<file path="src/rtl/chp_pkg.sv">
// ----------------------------------------------------------------------------
// chp_pkg
// Shared types and constants of the chunk size line parser.
// ----------------------------------------------------------------------------
package chp_pkg;

  // queue depths
  localparam int TokQueueDepth = 4;
  localparam int ResQueueDepth = 2;

  // configuration register indexes
  localparam logic [2:0] CfgStrictLineEnd = 3'd0;
  localparam logic [2:0] CfgMaxWhitespace = 3'd1;
  localparam logic [2:0] CfgMaxDigits     = 3'd2;
  localparam logic [2:0] CfgMaxLineLength = 3'd3;
  localparam logic [2:0] CfgMaxChunkSize  = 3'd4;

  // configuration reset values
  localparam logic        StrictLineEndRst = 1'b0;
  localparam logic [7:0]  MaxWhitespaceRst = 8'd8;
  localparam logic [4:0]  MaxDigitsRst     = 5'd16;
  localparam logic [15:0] MaxLineLengthRst = 16'd1024;
  localparam logic [63:0] MaxChunkSizeRst  = 64'hFFFF_FFFF_FFFF_FFFF;

  // counter limits
  localparam logic [16:0] LineCountMax  = 17'h1FFFF;
  localparam logic [8:0]  SpaceCountMax = 9'h1FF;
  localparam logic [4:0]  HardDigitMax  = 5'd16;

  // ASCII codes
  localparam logic [7:0] ChSpace = 8'h20;
  localparam logic [7:0] ChTab   = 8'h09;
  localparam logic [7:0] ChCr    = 8'h0D;
  localparam logic [7:0] ChLf    = 8'h0A;
  localparam logic [7:0] ChSemi  = 8'h3B;

  typedef enum logic [3:0] {
    PH_LEAD_WS  = 4'd0,
    PH_SIZE     = 4'd1,
    PH_EXT_WS   = 4'd2,
    PH_EXT      = 4'd3,
    PH_AWAIT_LF = 4'd4,
    PH_VALID    = 4'd5,
    PH_ERR_LEN  = 4'd6,
    PH_ERR_WS   = 4'd7,
    PH_ERR_SIZE = 4'd8,
    PH_ERR_CRLF = 4'd9
  } phase_t;

  typedef enum logic [2:0] {
    CLS_BLANK,
    CLS_HEX,
    CLS_SEMI,
    CLS_CR,
    CLS_LF,
    CLS_OTHER
  } byte_cls_t;

  // one classified byte, front to back
  typedef struct packed {
    logic      start;
    byte_cls_t cls;
    logic [3:0] hex_val;
  } tok_t;

  // one result
  typedef struct packed {
    logic        accepted;
    logic [3:0]  phase;
    logic [63:0] size_value;
    logic        size_known;
  } res_t;

  // configuration registers
  typedef struct packed {
    logic        strict_line_end;
    logic [7:0]  max_whitespace;
    logic [4:0]  max_digits;
    logic [15:0] max_line_length;
    logic [63:0] max_size;
  } cfg_t;

endpackage

</file>
<file path="src/rtl/chunk_header_parser_core.sv">
// ----------------------------------------------------------------------------
// chunk_header_parser_core
// Chunked transfer size line parser: one byte in, one status result out.
// ----------------------------------------------------------------------------
// Bytes are pushed on the in_ side and each one gives exactly one result on
// the out_ side, in order. Sustained rate is one byte per clock: the parser
// state machine takes one classified byte from the internal byte queue in
// every cycle that the result queue has room. A pushed byte is registered in
// the byte queue and its result then in the result queue (empty low). Set
// in_start_req on the first byte of a new line. Write the configuration only
// while no request is in flight; there is no clearing pass after reset.
module chunk_header_parser_core #(
  parameter int TokDepth = chp_pkg::TokQueueDepth,
  parameter int ResDepth = chp_pkg::ResQueueDepth
) (
  input  logic        clk,
  input  logic        rst_n,
  // configuration
  input  logic        cfg_wr_en,
  input  logic [2:0]  cfg_index,
  input  logic [63:0] cfg_wdata,
  // input requests
  input  logic        push,
  output logic        full,
  input  logic        in_start_req,
  input  logic [7:0]  in_byte_in,
  // results
  output logic        empty,
  input  logic        pop,
  output logic        out_accepted,
  output logic [3:0]  out_phase,
  output logic [63:0] out_size_value,
  output logic        out_size_known
);

  chp_pkg::cfg_t cfg_r;
  chp_pkg::tok_t tok;
  chp_pkg::res_t res, res_q;
  logic          tok_valid, tok_pop, res_push, res_full;

  // configuration registers
  always_ff @(posedge clk) begin
    if (!rst_n) begin
      cfg_r.strict_line_end <= chp_pkg::StrictLineEndRst;
      cfg_r.max_whitespace  <= chp_pkg::MaxWhitespaceRst;
      cfg_r.max_digits      <= chp_pkg::MaxDigitsRst;
      cfg_r.max_line_length <= chp_pkg::MaxLineLengthRst;
      cfg_r.max_size        <= chp_pkg::MaxChunkSizeRst;
    end else if (cfg_wr_en) begin
      case (cfg_index)
        chp_pkg::CfgStrictLineEnd: cfg_r.strict_line_end <= cfg_wdata[0];
        chp_pkg::CfgMaxWhitespace: cfg_r.max_whitespace  <= cfg_wdata[7:0];
        chp_pkg::CfgMaxDigits:     cfg_r.max_digits      <= cfg_wdata[4:0];
        chp_pkg::CfgMaxLineLength: cfg_r.max_line_length <= cfg_wdata[15:0];
        chp_pkg::CfgMaxChunkSize:  cfg_r.max_size        <= cfg_wdata;
        default: begin
        end
      endcase
    end
  end

  // classifier and byte queue
  chp_front #(
    .TokDepth (TokDepth)
  ) u_front (
    .clk       (clk),
    .rst_n     (rst_n),
    .push      (push),
    .full      (full),
    .start_req (in_start_req),
    .byte_in   (in_byte_in),
    .tok_valid (tok_valid),
    .tok       (tok),
    .tok_pop   (tok_pop)
  );

  // parser state machine
  chp_back u_back (
    .clk       (clk),
    .rst_n     (rst_n),
    .cfg       (cfg_r),
    .tok_valid (tok_valid),
    .tok       (tok),
    .tok_pop   (tok_pop),
    .res_push  (res_push),
    .res       (res),
    .res_full  (res_full)
  );

  // result queue
  chp_fifo #(
    .Width ($bits(chp_pkg::res_t)),
    .Depth (ResDepth)
  ) u_res_q (
    .clk   (clk),
    .rst_n (rst_n),
    .push  (res_push),
    .wdata (res),
    .full  (res_full),
    .pop   (pop),
    .rdata (res_q),
    .empty (empty)
  );

  assign out_accepted   = res_q.accepted;
  assign out_phase      = res_q.phase;
  assign out_size_value = res_q.size_value;
  assign out_size_known = res_q.size_known;

endmodule

</file>
<file path="src/rtl/chp_fifo.sv">
// ----------------------------------------------------------------------------
// chp_fifo
// Small first-in first-out queue on a register array, full/empty flags.
// ----------------------------------------------------------------------------
module chp_fifo #(
  parameter int Width = 8,
  parameter int Depth = 2
) (
  input  logic             clk,
  input  logic             rst_n,
  input  logic             push,
  input  logic [Width-1:0] wdata,
  output logic             full,
  input  logic             pop,
  output logic [Width-1:0] rdata,
  output logic             empty
);

  localparam int PtrW = (Depth > 1) ? $clog2(Depth) : 1;
  localparam int CntW = $clog2(Depth + 1);

  logic [Width-1:0] mem_r [Depth];
  logic [PtrW-1:0]  wr_ptr_r, wr_ptr_nxt;
  logic [PtrW-1:0]  rd_ptr_r, rd_ptr_nxt;
  logic [CntW-1:0]  count_r, count_nxt;
  logic             do_push, do_pop;

  assign full    = (count_r == CntW'(Depth));
  assign empty   = (count_r == '0);
  assign do_push = push & ~full;
  assign do_pop  = pop & ~empty;
  assign rdata   = mem_r[rd_ptr_r];

  // pointer and fill count update
  always_comb begin
    wr_ptr_nxt = wr_ptr_r;
    rd_ptr_nxt = rd_ptr_r;
    count_nxt  = count_r;
    if (do_push) begin
      wr_ptr_nxt = (wr_ptr_r == PtrW'(Depth - 1)) ? '0 : wr_ptr_r + 1'b1;
    end
    if (do_pop) begin
      rd_ptr_nxt = (rd_ptr_r == PtrW'(Depth - 1)) ? '0 : rd_ptr_r + 1'b1;
    end
    if (do_push && !do_pop) begin
      count_nxt = count_r + 1'b1;
    end else if (!do_push && do_pop) begin
      count_nxt = count_r - 1'b1;
    end
  end

  always_ff @(posedge clk) begin
    if (!rst_n) begin
      wr_ptr_r <= '0;
      rd_ptr_r <= '0;
      count_r  <= '0;
    end else begin
      wr_ptr_r <= wr_ptr_nxt;
      rd_ptr_r <= rd_ptr_nxt;
      count_r  <= count_nxt;
    end
  end

  // storage, no reset
  always_ff @(posedge clk) begin
    if (do_push) begin
      mem_r[wr_ptr_r] <= wdata;
    end
  end

endmodule

</file>
<file path="src/rtl/chp_front.sv">
// ----------------------------------------------------------------------------
// chp_front
// Takes input requests, classifies each byte and queues it for the parser.
// ----------------------------------------------------------------------------
module chp_front #(
  parameter int TokDepth = chp_pkg::TokQueueDepth
) (
  input  logic          clk,
  input  logic          rst_n,
  input  logic          push,
  output logic          full,
  input  logic          start_req,
  input  logic [7:0]    byte_in,
  output logic          tok_valid,
  output chp_pkg::tok_t tok,
  input  logic          tok_pop
);

  chp_pkg::tok_t tok_in;
  logic          tok_empty;

  // byte classification and hex value
  always_comb begin
    tok_in.start   = start_req;
    tok_in.hex_val = 4'd0;
    if (byte_in == chp_pkg::ChSpace || byte_in == chp_pkg::ChTab) begin
      tok_in.cls = chp_pkg::CLS_BLANK;
    end else if (byte_in inside {[8'h30:8'h39]}) begin
      tok_in.cls     = chp_pkg::CLS_HEX;
      tok_in.hex_val = byte_in[3:0];
    end else if (byte_in inside {[8'h41:8'h46]}) begin
      tok_in.cls     = chp_pkg::CLS_HEX;
      tok_in.hex_val = 4'(byte_in - 8'h37);
    end else if (byte_in inside {[8'h61:8'h66]}) begin
      tok_in.cls     = chp_pkg::CLS_HEX;
      tok_in.hex_val = 4'(byte_in - 8'h57);
    end else if (byte_in == chp_pkg::ChSemi) begin
      tok_in.cls = chp_pkg::CLS_SEMI;
    end else if (byte_in == chp_pkg::ChCr) begin
      tok_in.cls = chp_pkg::CLS_CR;
    end else if (byte_in == chp_pkg::ChLf) begin
      tok_in.cls = chp_pkg::CLS_LF;
    end else begin
      tok_in.cls = chp_pkg::CLS_OTHER;
    end
  end

  // queue between classifier and parser
  chp_fifo #(
    .Width ($bits(chp_pkg::tok_t)),
    .Depth (TokDepth)
  ) u_tok_q (
    .clk   (clk),
    .rst_n (rst_n),
    .push  (push),
    .wdata (tok_in),
    .full  (full),
    .pop   (tok_pop),
    .rdata (tok),
    .empty (tok_empty)
  );

  assign tok_valid = ~tok_empty;

endmodule

</file>
<file path="src/rtl/chp_back.sv">
// ----------------------------------------------------------------------------
// chp_back
// Parser state machine: consumes one classified byte per cycle while the result queue has room, emits result.
// ----------------------------------------------------------------------------
module chp_back (
  input  logic          clk,
  input  logic          rst_n,
  input  chp_pkg::cfg_t cfg,
  input  logic          tok_valid,
  input  chp_pkg::tok_t tok,
  output logic          tok_pop,
  output logic          res_push,
  output chp_pkg::res_t res,
  input  logic          res_full
);

  chp_pkg::phase_t phase_r, phase_nxt;
  logic [16:0]     line_cnt_r, line_cnt_nxt;
  logic [8:0]      space_cnt_r, space_cnt_nxt;
  logic [4:0]      digit_cnt_r, digit_cnt_nxt;
  logic [63:0]     size_acc_r, size_acc_nxt;
  logic            size_done_r, size_done_nxt;
  logic            ok;
  logic            consume;

  chp_pkg::phase_t ph_base, ph_cur;
  logic [16:0]     lc_base;
  logic [8:0]      sc_base, sc_inc;
  logic [4:0]      dc_base, dc_inc, dig_lim;
  logic [63:0]     acc_base;
  logic            done_base;
  logic            ws_ok, is_blank, run_size, run_ext;

  assign consume  = tok_valid & ~res_full;
  assign tok_pop  = consume;
  assign res_push = consume;

  // next parser state for the byte at the head of the queue
  always_comb begin
    ph_base   = tok.start ? chp_pkg::PH_LEAD_WS : phase_r;
    lc_base   = tok.start ? '0 : line_cnt_r;
    sc_base   = tok.start ? '0 : space_cnt_r;
    dc_base   = tok.start ? '0 : digit_cnt_r;
    acc_base  = tok.start ? '0 : size_acc_r;
    done_base = tok.start ? 1'b0 : size_done_r;

    line_cnt_nxt = lc_base + {16'd0, (lc_base != chp_pkg::LineCountMax)};
    ph_cur = (line_cnt_nxt > {1'b0, cfg.max_line_length}) ? chp_pkg::PH_ERR_LEN : ph_base;

    sc_inc  = sc_base + {8'd0, (sc_base != chp_pkg::SpaceCountMax)};
    ws_ok   = (sc_inc <= {1'b0, cfg.max_whitespace});
    dig_lim = (cfg.max_digits > chp_pkg::HardDigitMax) ? chp_pkg::HardDigitMax
                                                        : cfg.max_digits;
    dc_inc  = dc_base + 5'd1;

    is_blank = (tok.cls == chp_pkg::CLS_BLANK);
    run_size = (ph_cur == chp_pkg::PH_SIZE) ||
               (ph_cur == chp_pkg::PH_LEAD_WS && !is_blank);
    run_ext  = (ph_cur == chp_pkg::PH_EXT) ||
               (ph_cur == chp_pkg::PH_EXT_WS && !is_blank);

    phase_nxt     = ph_cur;
    space_cnt_nxt = sc_base;
    digit_cnt_nxt = dc_base;
    size_acc_nxt  = acc_base;
    size_done_nxt = done_base;
    ok            = 1'b0;

    if (ph_cur == chp_pkg::PH_LEAD_WS && is_blank) begin
      // leading whitespace
      space_cnt_nxt = sc_inc;
      ok            = ws_ok;
      if (!ws_ok) begin
        phase_nxt = chp_pkg::PH_ERR_WS;
      end
    end else if (run_size) begin
      // size digits and terminator
      phase_nxt = chp_pkg::PH_SIZE;
      case (tok.cls)
        chp_pkg::CLS_HEX: begin
          digit_cnt_nxt = dc_inc;
          if (dc_inc > dig_lim) begin
            phase_nxt = chp_pkg::PH_ERR_SIZE;
          end else begin
            size_acc_nxt = {acc_base[59:0], tok.hex_val};
            ok           = 1'b1;
          end
        end
        chp_pkg::CLS_SEMI, chp_pkg::CLS_CR, chp_pkg::CLS_LF: begin
          size_done_nxt = 1'b1;
          if (acc_base > cfg.max_size) begin
            phase_nxt = chp_pkg::PH_ERR_SIZE;
          end else if (tok.cls == chp_pkg::CLS_SEMI) begin
            space_cnt_nxt = '0;
            phase_nxt     = chp_pkg::PH_EXT_WS;
            ok            = 1'b1;
          end else if (tok.cls == chp_pkg::CLS_CR) begin
            phase_nxt = chp_pkg::PH_AWAIT_LF;
            ok        = 1'b1;
          end else if (!cfg.strict_line_end) begin
            phase_nxt = chp_pkg::PH_VALID;
            ok        = 1'b1;
          end
        end
        default: begin
          ok = 1'b0;
        end
      endcase
    end else if (ph_cur == chp_pkg::PH_EXT_WS && is_blank) begin
      // extension whitespace, phase holds on overflow
      space_cnt_nxt = sc_inc;
      ok            = ws_ok;
    end else if (run_ext) begin
      // extension text up to line end
      phase_nxt = chp_pkg::PH_EXT;
      ok        = 1'b1;
      if (tok.cls == chp_pkg::CLS_CR) begin
        phase_nxt = chp_pkg::PH_AWAIT_LF;
      end else if (tok.cls == chp_pkg::CLS_LF) begin
        if (cfg.strict_line_end) begin
          phase_nxt = chp_pkg::PH_ERR_CRLF;
          ok        = 1'b0;
        end else begin
          phase_nxt = chp_pkg::PH_VALID;
        end
      end
    end else if (ph_cur == chp_pkg::PH_AWAIT_LF) begin
      if (tok.cls == chp_pkg::CLS_LF) begin
        phase_nxt = chp_pkg::PH_VALID;
        ok        = 1'b1;
      end
    end
  end

  // result for the consumed byte
  always_comb begin
    res.accepted   = ok;
    res.phase      = phase_nxt;
    res.size_value = size_acc_nxt;
    res.size_known = size_done_nxt;
  end

  always_ff @(posedge clk) begin
    if (!rst_n) begin
      phase_r     <= chp_pkg::PH_LEAD_WS;
      line_cnt_r  <= '0;
      space_cnt_r <= '0;
      digit_cnt_r <= '0;
      size_acc_r  <= '0;
      size_done_r <= 1'b0;
    end else if (consume) begin
      phase_r     <= phase_nxt;
      line_cnt_r  <= line_cnt_nxt;
      space_cnt_r <= space_cnt_nxt;
      digit_cnt_r <= digit_cnt_nxt;
      size_acc_r  <= size_acc_nxt;
      size_done_r <= size_done_nxt;
    end
  end

endmodule

</file>
<file path="config.mk">
export PLATFORM = sky130hd
export DESIGN_NAME = chunk_header_parser_core
export DESIGN_NICKNAME = d
export VERILOG_FILES = /design/src/rtl/chp_pkg.sv /design/src/rtl/chunk_header_parser_core.sv /design/src/rtl/chp_fifo.sv /design/src/rtl/chp_front.sv /design/src/rtl/chp_back.sv
export SDC_FILE = /design/constraint.sdc
export NUM_CORES = 1
export LEC_CHECK = 0
export BUFFER_PORTS_ARGS = -buffer_cell sky130_fd_sc_hd__buf_4
export CAP_MARGIN = 20
export CORE_UTILIZATION = 40
export CTS_CLUSTER_DIAMETER = 50
export DETAILED_ROUTE_END_ITERATION = 8
export GPL_TIMING_DRIVEN = 0
export MAX_ROUTING_LAYER = met4
export PLACE_DENSITY = 0.64
export SYNTH_ARGS = -nofsm -noshare
export SYNTH_HDL_FRONTEND = slang
export SYNTH_SLANG_ARGS = --single-unit
</file>
<file path="constraint.sdc">
create_clock -name clk -period 13.7 [get_ports clk]
set_input_delay 4.11 -clock clk [delete_from_list [all_inputs] [get_ports clk]]
set_output_delay 4.11 -clock clk [all_outputs]
set_load 0.05 [all_outputs]
</file>
==> run metrics, run 1 <==
status=finished clean; slew of the pin with the lowest slew margin=1.12 ns; critical path required time=14.00 ns; initial antenna violation count=0; CTS root buf=clkbuf_16; Setup Crit Path Kind=flop to flop; CORE AREA=44500 um2; DRC errors left=0; setup_tns=0 ns; post-synthesis compound-gate area fraction=12.8%; share of layout cells above drive strength 1=19.3%; CP arrival=8.50 ns; Synth top area share=28.4%; Non-Filler Instances=2552; H-tree depth=2; synth top area cells=edfxtp_1 (28%), dfxtp_1 (23%), ha_1 (7.5%); Die Span Y=215 um; most frequent cells after synthesis=nand2_1 (223), dfxtp_1 (208), edfxtp_1 (172); global route overflow=0; # setup viols final=0; largest family of logic cells by synthesized area=simple AND/OR/NAND/NOR gates; cell family with most CP delay=buffers and inverters; NumNets Final=2114; Synth Area per Inst=10.6 um2; hold crit path type=flop to flop; routability cong.=0.930; YS warnings=0; Crit-path slowest cell=clkbuf_1; peak supply drop=102 uV; maximum clock insertion buffer count=3; Top Ports=153; post-synthesis sequential area ratio=51.3%; crit-path max cell delay=0.67 ns; CTS tree=built; Starting DRT DRC Count=959; synthesis-to-layout area growth=18.9%; period utilisation layout=59.9%; Die ar.=46300 um2; Vias/cell=5.33; antenna cells=0; Yosys cell types=68; largest net degree at the start of global routing=47; RSZ-0062 raised after global routing=false; post-DP HPWL=36500 um; post-synthesis xor/xnor area fraction=1.20%; Rel. slew slack=24.8%; DR WL/cell=19.3 um; hold_ws=0.453 ns; Post-Route WL=49100 um; Initial Util=40.9%; Synth Net Count=1911; Cell Area, Synth=18200 um2; CP dominant cell by count=clkbuf_1; largest area contributor in the netlist=edfxtp_1; mux cell area share after synthesis=8.97%; Slew Viols, Final=0; maxcap violations=0; clk sinks=380; via count=13600; CP max FO=10; die width=215 um; asr flop ratio synth=0%; Mapped Cells=1720; buffer and inverter count on the worst path=7; Setup Buffers After CTS=0; Final Skew=0.0203 ns; CP cell instances=buf_2 > mux2i_1 > mux2_2 > clkbuf_1 > clkbuf_1 > clkbuf_1 > and2_1 > ha_1 > ha_1 > nand2_1 > or3_1 > clkbuf_1 > or3_1 > a21oi_1 > ha_1 > nand4_1 > nor2_1 > a2111oi_0 > a21oi_1 > nor4b_4 > nand2b_1 > clkbuf_1 > clkbuf_1 > mux2_2; num rows=77; Port Buffers=152; clock-pin transition on the worst setup and hold timing paths=0.06 ns; vias in the first global route=13400; Final Hold Viols=0; global-route wire length before repair=75900 um; Critical Path Start Type=flop; post_cts resized=0; fin crit period=8.20 ns; post-route ant nets=0; most frequent cell after synthesis=nand2_1; DRT Pass-1 Iters=5; synthesized flop and latch total=380; Global Route Usage Sum=21.7%; clk_lat worst skew=0.57 ns; Leak Pwr=0.00887 uW; fmax=0.122 GHz; worst slack at placement=5.59 ns; Final WS setup=5.50 ns; Synth Area in Simple Gates=13.9%; ys flop type=dfxtp_1; Final Cell Area=21600 um2; placed insts=2467; adder and majority gate portion of the synthesized area=7.60%; post-place instance area=20200 um2; Worst setup EP type=flop; number of flops mapped to enable cells by yosys=172; PD cells=199 nW/um2; hold-fix buffers at CTS=0; CTS Buf Count=46
## tightest hold or removal path, cell delays in order, from the launching register on
cell	delay (ns)
dfxtp_1	0.30
nand2_1	0.05
a21oi_1	0.05
## registers in the layout, summed over array words and instances (netlist names), 3 cells and up, named ones only
signal                   cells
u_res_q.mem_r              140
cfg_r                       94
u_back.size_acc_r           64
u_front.u_tok_q.mem_r       32
u_back.line_cnt_r           17
u_back.space_cnt_r           9
u_back.digit_cnt_r           5
u_back.phase_r               4
u_front.u_tok_q.count_r      3
## through the flow
stage               utilization [%]  power [uW]
global route                   48.6        4480
floorplan                         -        2610
detailed placement             45.3        3140
CTS                            48.6        4340
finish                         48.6        4300
global placement               45.1        3120
## cell type report
cell class / instances / area (um2)
Buffer: 88 / 388
Clock buffer: 56 / 1220
Clock inverter: 29 / 265
Fill cell: 4111 / 22900
Inverter: 104 / 390
Multi-Input combinational cell: 1148 / 8100
Sequential cell: 380 / 9330
Tap cell: 592 / 741
Timing Repair Buffer: 155 / 1210
## report_power, final
part | switching [uW] | total, uW | leakage, uW | internal, uW
clock | 480 | 1190 | 0.000721 | 712
sequential | 65.2 | 1490 | 0.00332 | 1430
combinational | 1120 | 1620 | 0.00483 | 502
## cells in the final DEF (no fill, tap or decap), types with 7 or more instances in the layout
master | netlist | final
nand2_1 | 223 | 223
dfxtp_1 | 208 | 208
edfxtp_1 | 172 | 172
buf_4 | 1 | 153
mux2_2 | 120 | 120
ha_1 | 109 | 109
inv_1 | 102 | 102
a21oi_1 | 92 | 92
nor2_1 | 85 | 84
clkbuf_1 | 68 | 76
and2_1 | 76 | 75
o211ai_1 | 69 | 69
a22o_1 | 65 | 65
o21ai_0 | 53 | 53
clkbuf_16 | 0 | 47
nand3_1 | 35 | 35
nand4_1 | 27 | 27
nor3_1 | 22 | 22
xor2_1 | 16 | 16
or3_1 | 12 | 12
mux2i_1 | 11 | 11
nor2b_1 | 10 | 10
clkinv_1 | 1 | 10
xnor2_1 | 9 | 9
a22oi_1 | 9 | 9
nor4_1 | 8 | 8
a21o_1 | 8 | 8
buf_2 | 7 | 7
and3_1 | 7 | 7
mux4_2 | 7 | 7
## cell families (layout without fill, tap and decap cells)
group                      Yosys count  after routing
xor gates and xnor gates            25             25
muxes                              139            139
and+or+nand+nor                    530            530
adders and majority gates          110            110
buffers and inverters              192            432
AOI/OAI and AO/OA                  344            344
DFF                                380            380
## worst paths after layout
check	startpoint	to	slack [ns]	cells past startpoint
setup / recovery	flop	u_res_q.mem_r[0][2]	5.50	24
hold / removal	cfg_r[79]	cfg_r[79]	0.45	2
setup reg to reg	flop	u_res_q.mem_r[0][2]	5.50	24
hold reg to reg	cfg_r[79]	cfg_r[79]	0.45	2
## layer usage
layer  GRT usage (%)  vias up  wire length [um]
li1                -     6636                 -
met5               -        -                 0
met1            27.5     6537             21600
met2            36.1      357             24000
met3            2.59       72              2510
met4            6.29        0              1030
Power figures use the tool's default switching activity.
==> run 2, diff against run 1 <==
ABC_AREA = 1   (was unset)
PLACE_DENSITY = 0.66   (was 0.64)
clock period = 7.3 ns   (was 13.7 ns; I/O delays follow)
==> run 2 against run 1 <==
Synthesized cell count grew 43%. Sequential power grew 120%. Area after synthesis rose by 12%. Combinational power rose to 3.7 times the previous value. Sequential share of layout area is 4.2 points lower. Via count increased by 29%. Register-to-register slack worse by 4.5 ns. Wire length increased by 16%. Global-route usage rose by 0.99 points. Non-clock buffer count is 39 higher. Critical endpoint is now u_res_q.mem_r[1][67]. Largest power group unchanged.
==> run metrics, run 2 <==
post-DP HPWL=42600 um (+17%); die width=228 um (+5.7%); H-tree depth=2 (unchanged); Initial Util=40.6% (-0.28 points); NetSw=5340 uW (+220%); antenna cells=0 (unchanged); Vias/cell=5.17 (-2.9%); DR WL/cell=16.8 um (-13%); Multi-input gate area=8950 um2 (+11%); largest net degree at the start of global routing=28 (-40%); clk sinks=380 (unchanged); FILL cells=4764 (+16%); Die Span Y=228 um (+5.7%); hold crit path type=flop to flop; Synth top area share=25.4% (-3.0 points); # setup viols final=0 (unchanged); Worst setup EP type=flop; Final Hold Viols=0 (unchanged); RSZ-0062 raised after global routing=false; CP dominant cell by count=nand2_1; Top Ports=153 (unchanged); CP max FO=10 (unchanged); Int Pwr=6260 uW (+140%); global-route wire length before repair=88700 um (+17%); highest metal layer with signal wires=met4; Post-Route WL=56800 um (+16%); most common cell after layout, fill and taps aside=nand2_1; Crit-path slowest cell=buf_1; Met3 Routed Length=3540 um (+41%); M1 WL=25000 um (+16%); post_cts resized=0 (unchanged); synthesized flop and latch total=380 (unchanged); clock-pin transition on the worst setup and hold timing paths=0.06 ns (about the same); fin crit period=6.33 ns (-1.87 ns); critical path required time=7.62 ns (-6.38 ns); asr flop ratio synth=0% (unchanged); Cell Area, Synth=20400 um2 (+12%); post-synthesis sequential area ratio=45.8% (-5.5 points); CTS tree=built; vias in the first global route=16800 (+25%); Final Skew=0.0196 ns (-0.000671 ns); hold-fix buffers at CTS=0 (unchanged); Global Route Usage Sum=22.6% (+0.99 points); CORE AREA=50200 um2 (+13%); fin util=47.8% (-0.78 points); largest area contributor in the netlist=edfxtp_1; Synth Net Count=2658 (+39%); Critical Path Start Type=flop; Mapped Cells=2467 (+43%); most frequent cell after synthesis=nand2_1; Top reg by flops=u_res_q.mem_r; number of flops mapped to enable cells by yosys=172 (unchanged); most frequent cells in the layout=nand2_1 (432), inv_1 (399), o21ai_0 (228); met2 routed WL=26600 um (+11%); Final Cell Area=24000 um2 (+11%); Synth Area per Inst=8.26 um2 (-22%); crit-path max cell delay=0.58 ns (-0.09 ns); CTS Buf Count=47 (+2.2%); post-route ant nets=0 (unchanged); CP arrival=6.65 ns (-1.85 ns); routability cong.=0.922 (-0.91%); Rel. slew slack=23.4% (-1.4 points); NumNets Final=2863 (+35%); ys flop type=dfxtp_1; peak supply drop=313 uV (+210%); Gate power share=51.6% (+14 points); number of flip-flops in the largest register=140 (unchanged); status=finished clean; Leak Pwr=0.0108 uW (+22%); clk_lat worst skew=0.59 ns (+0.02 ns); Die ar.=51800 um2 (+12%); post-place instance area=22400 um2 (+11%); YS warnings=0 (unchanged); fmax=0.158 GHz (+29%); Final Total Pwr=11600 uW (+170%); DRC errors left=0 (unchanged); slew of the pin with the lowest slew margin=1.15 ns (+0.0250 ns); maximum clock insertion buffer count=3 (unchanged); via count=17500 (+29%); share of layout cells above drive strength 1=14.9% (-4.4 points); synthesis-to-layout area growth=17.8%; PD cells=483 nW/um2 (+140%); Reg power frac=28.2% (-6.5 points); CTS root buf=clkbuf_16; most frequent cells after synthesis=nand2_1 (432), inv_1 (399), o21ai_0 (228); Starting DRT DRC Count=1353 (+41%); Yosys cell types=52 (-24%); period utilisation layout=86.8% (+27 points); switching share of power=46.0% (+7.4 points); Setup Crit Path Kind=flop to flop; global route overflow=0 (unchanged); num rows=82 (+6.5%); sequential cell area=9330 um2 (unchanged); biggest regs=u_res_q.mem_r (140), cfg_r (94), u_back.size_acc_r (64); DRT Pass-1 Iters=5 (unchanged); Port Buffers=152 (unchanged); Slew Viols, Final=0 (unchanged); maxcap violations=0 (unchanged); Setup Buffers After CTS=0 (unchanged); initial antenna violation count=1 (+1); synth top area cells=edfxtp_1 (25%), dfxtp_1 (20%), nand2_1 (8.0%); Clock power frac=20.2% (-7.5 points)
## run 2: cell count changes in the layout (fill, tap and decap cells not counted), sizes merged, moves of 74 or more
| cell | previous run | this run |
|---|---|---|
| nand2 | 223 | 437 |
| inv | 107 | 412 |
| and2 | 76 | 2 |
| o21ai | 54 | 348 |
| nor2 | 85 | 191 |
| a21oi | 92 | 178 |
## run 2: power by group through the flow
| stage | clock network, uW | registers (uW) | logic (uW) |
|---|---|---|---|
| after floorplan | 0 | 3290 | 4180 |
| after global placement | 0 | 3360 | 5790 |
| after detailed placement | 0 | 3310 | 5960 |
| after CTS | 2390 | 3270 | 5980 |
| after global routing | 2480 | 3330 | 6500 |
| final | 2340 | 3270 | 5990 |
## run 2: layout make-up
cell class,instances,area share (%)
plain buffers,126,2.44
clock buffers,58,5.16
clock inverters,29,1.33
inverters,403,6.31
multi-input cells,1558,37.3
flip-flops and latches,380,38.9
well taps,672,3.50
repair buffers,156,5.09
## run 2: worst max-delay path, delay by kind of cell, from the launching register on
kind | cells | cell delay (ns)
XOR/XNOR | 1 | 0.20
AND/OR/NAND/NOR | 17 | 2.92
adder cells (fa/ha/maj) | 3 | 0.78
flip-flops | 1 | 0.30
buffers and inverters | 9 | 1.82
## run 2: cells by family after synthesis
| family | count (synthesis) | share of synthesized area [%] |
|---|---|---|
| buf+inv | 529 | 10.3 |
| compound gates | 621 | 17.5 |
| simple gates | 735 | 14.8 |
| fa+ha+maj | 110 | 6.79 |
| mux | 70 | 3.87 |
| flops | 380 | 45.8 |
| xor+xnor | 22 | 0.946 |
## run 2: metal layers
metal / vias up / track usage [%]
met2: 596 / 36.5
met3: 105 / 2.56
li1: 8592 / -
met1: 8208 / 29.3
met5: - / -
met4: 0 / 8.21
## run 2: per-stage QoR
step	setup WS, ns	TNS (ns)	cells	hold slack, ns
after floorplan	2.22	0	2467	0.435
after global placement	-1.10	-143.03	3291	0.451
after detailed placement	1.11	0	3295	0.457
after CTS	1.08	0	3382	0.465
after global routing	0.543	0	3382	0.481
final	0.966	0	3382	0.463
## run 2: worst paths after layout
check	from	to	slack, ns	depth (start not counted)
max	flop	u_res_q.mem_r[1][67]	0.97	30
min reg2reg	cfg_r[75]	cfg_r[75]	0.46	2
min	cfg_r[75]	cfg_r[75]	0.46	2
max reg2reg	flop	u_res_q.mem_r[1][67]	0.97	30
==> run 3, diff against run 2 <==
CORE_UTILIZATION = 25   (was 40)
PLACE_DENSITY = 0.48   (was 0.66)
SETUP_SLACK_MARGIN = 0.2   (was unset)
==> run 3 against run 2 <==
Clock skew grew 0.0091 ns. Wire length grew 12%. Die area grew 59%. Largest power group unchanged. Critical endpoint is now u_res_q.mem_r[0][67]. Largest cell class unchanged. Core utilization shrank 17 points. Via count shrank 3.2%. Clock power grew 12%.
==> run metrics, run 3 (same netlist as run 2, synthesis figures left out) <==
status=finished clean; peak supply drop=300 uV (-4.3%); worst slack at placement=1.10 ns (-0.0121 ns); Final Hold Viols=0 (unchanged); Setup Crit Path Kind=flop to flop; slew of the pin with the lowest slew margin=1.06 ns (-0.0891 ns); global route overflow=0 (unchanged); Die ar.=82600 um2 (+59%); die width=287 um (+26%); number of flip-flops in the largest register=140 (unchanged); Top Ports=153 (unchanged); hold-fix buffers at CTS=0 (unchanged); post-DP HPWL=48700 um (+14%); fmax=0.159 GHz (+0.85%); DRT Pass-1 Iters=6 (+1); CTS Buf Count=55 (+17%); post-route ant nets=0 (unchanged); Final Skew=0.0287 ns (+0.00915 ns); share of layout cells above drive strength 1=15.5% (+0.63 points); clock-pin transition on the worst setup and hold timing paths=0.06 ns (about the same); Crit-path slowest cell=or2_2; most common cell after layout, fill and taps aside=nand2_1; Die Span Y=287 um (+26%); hold crit path type=flop to flop; Final WS setup=1.02 ns (+0.0536 ns); Starting DRT DRC Count=1086 (-20%); Final Total Pwr=12100 uW (+4.0%); Slew Viols, Final=0 (unchanged); biggest regs=u_res_q.mem_r (140), cfg_r (94), u_back.size_acc_r (64); clk sinks=380 (unchanged); fin crit period=6.28 ns (-0.0536 ns); crit-path max cell delay=0.40 ns (-0.18 ns); Rel. slew slack=29.3% (+5.9 points); most frequent cells in the layout=nand2_1 (432), inv_1 (399), o21ai_0 (228); Final Cell Area=24800 um2 (+3.4%); CTS tree=built; Worst setup EP type=flop; via count=16900 (-3.2%); num rows=104 (+27%); RSZ-0062 raised after global routing=false; post_cts resized=0 (unchanged); CP dominant cell by count=nand2_1; Critical Path Start Type=flop; Leak Pwr=0.0110 uW (+1.6%); DRC errors left=0 (unchanged); CTS root buf=clkbuf_16; antenna cells=0 (unchanged); CORE AREA=80500 um2 (+61%); DR WL/cell=16.9 um (+0.31%); CP max FO=10 (unchanged); synthesis-to-layout area growth=21.8%; initial antenna violation count=0 (-1); Top reg by flops=u_res_q.mem_r; CP arrival=6.64 ns (about the same); clk_lat worst skew=0.62 ns (+0.03 ns); Vias/cell=4.47 (-14%); routability cong.=0.862 (-6.4%); Global Route Usage Sum=15.8% (-6.8 points); NumNets Final=2874 (+0.38%); maxcap violations=0 (unchanged); global-route wire length before repair=96900 um (+9.3%); post-place instance area=23000 um2 (+2.4%); Initial Util=25.3% (-15 points); vias in the first global route=16100 (-4.0%); critical path required time=7.66 ns (+0.04 ns); maximum clock insertion buffer count=3 (unchanged); Port Buffers=152 (unchanged); PD cells=486 nW/um2 (+0.63%); # setup viols final=0 (unchanged); Post-Route WL=63900 um (+12%); H-tree depth=2 (unchanged); largest net degree at the start of global routing=27 (-3.6%); period utilisation layout=86.0% (-0.73 points); Setup Buffers After CTS=0 (unchanged)
## run 3: cell count changes in the layout (fill, tap and decap cells not counted), moves of 2 or more
cell,before,now
clkinv_4,1,5
bufinv_16,5,3
clkbuf_8,2,4
clkinvlp_4,4,2
buf_16,0,2
clkbuf_16,47,57
clkbuf_1,104,102
inv_6,6,11
## run 3: final timing paths
path / depth (start not counted) / slack, ns / from / to
setup / recovery: 30 / 1.02 / flop / u_res_q.mem_r[0][67]
hold / removal: 2 / 0.46 / cfg_r[68] / cfg_r[68]
setup reg to reg: 30 / 1.02 / flop / u_res_q.mem_r[0][67]
hold reg to reg: 2 / 0.46 / cfg_r[68] / cfg_r[68]
## run 3: power by group
part / leakage (uW) / switching (uW) / internal [uW] / total [uW]
Clock: 0.000899 / 1040 / 1590 / 2630
Combinational: 0.00676 / 4370 / 1810 / 6170
Sequential: 0.00335 / 177 / 3080 / 3260
## run 3: stage by stage
| step | util [%] | hold WS (ns) | std cells | TNS [ns] |
|---|---|---|---|---|
| global placement | 28.4 | 0.453 | 3679 | -269.67 |
| detailed placement | 28.5 | 0.455 | 3686 | 0 |
| CTS | 30.8 | 0.462 | 3788 | 0 |
| finish | 30.8 | 0.460 | 3788 | 0 |
| floorplan | - | 0.435 | 2467 | 0 |
| global route | 30.8 | 0.476 | 3788 | 0 |
## run 3: worst max-delay path, delay by kind of cell (launching register included)
family,cells,cell delay (ns)
AND/OR/NAND/NOR,17,3.28
buffers and inverters,9,1.38
adder cells (fa/ha/maj),3,0.71
flip-flops,1,0.36
XOR/XNOR,1,0.26
## run 3: per-layer routing
metal | share of wire, % | global-route usage (%) | wire [um]
met1 | 47 | 20.9 | 29900
met2 | 46 | 24.9 | 29300
met3 | 4.7 | 2.17 | 2980
met4 | 2.6 | 4.96 | 1670
met5 | 0 | - | 0
## run 3: area by class of cell
class                   instances  area [um2]
clock inverters                34         319
repair buffers                159        1280
inverters                     403        1520
clock buffers                  68        1510
plain buffers                 126         587
multi-input cells            1558        8950
fillers                      8636       55700
well taps                    1060        1330
flip-flops and latches        380        9330
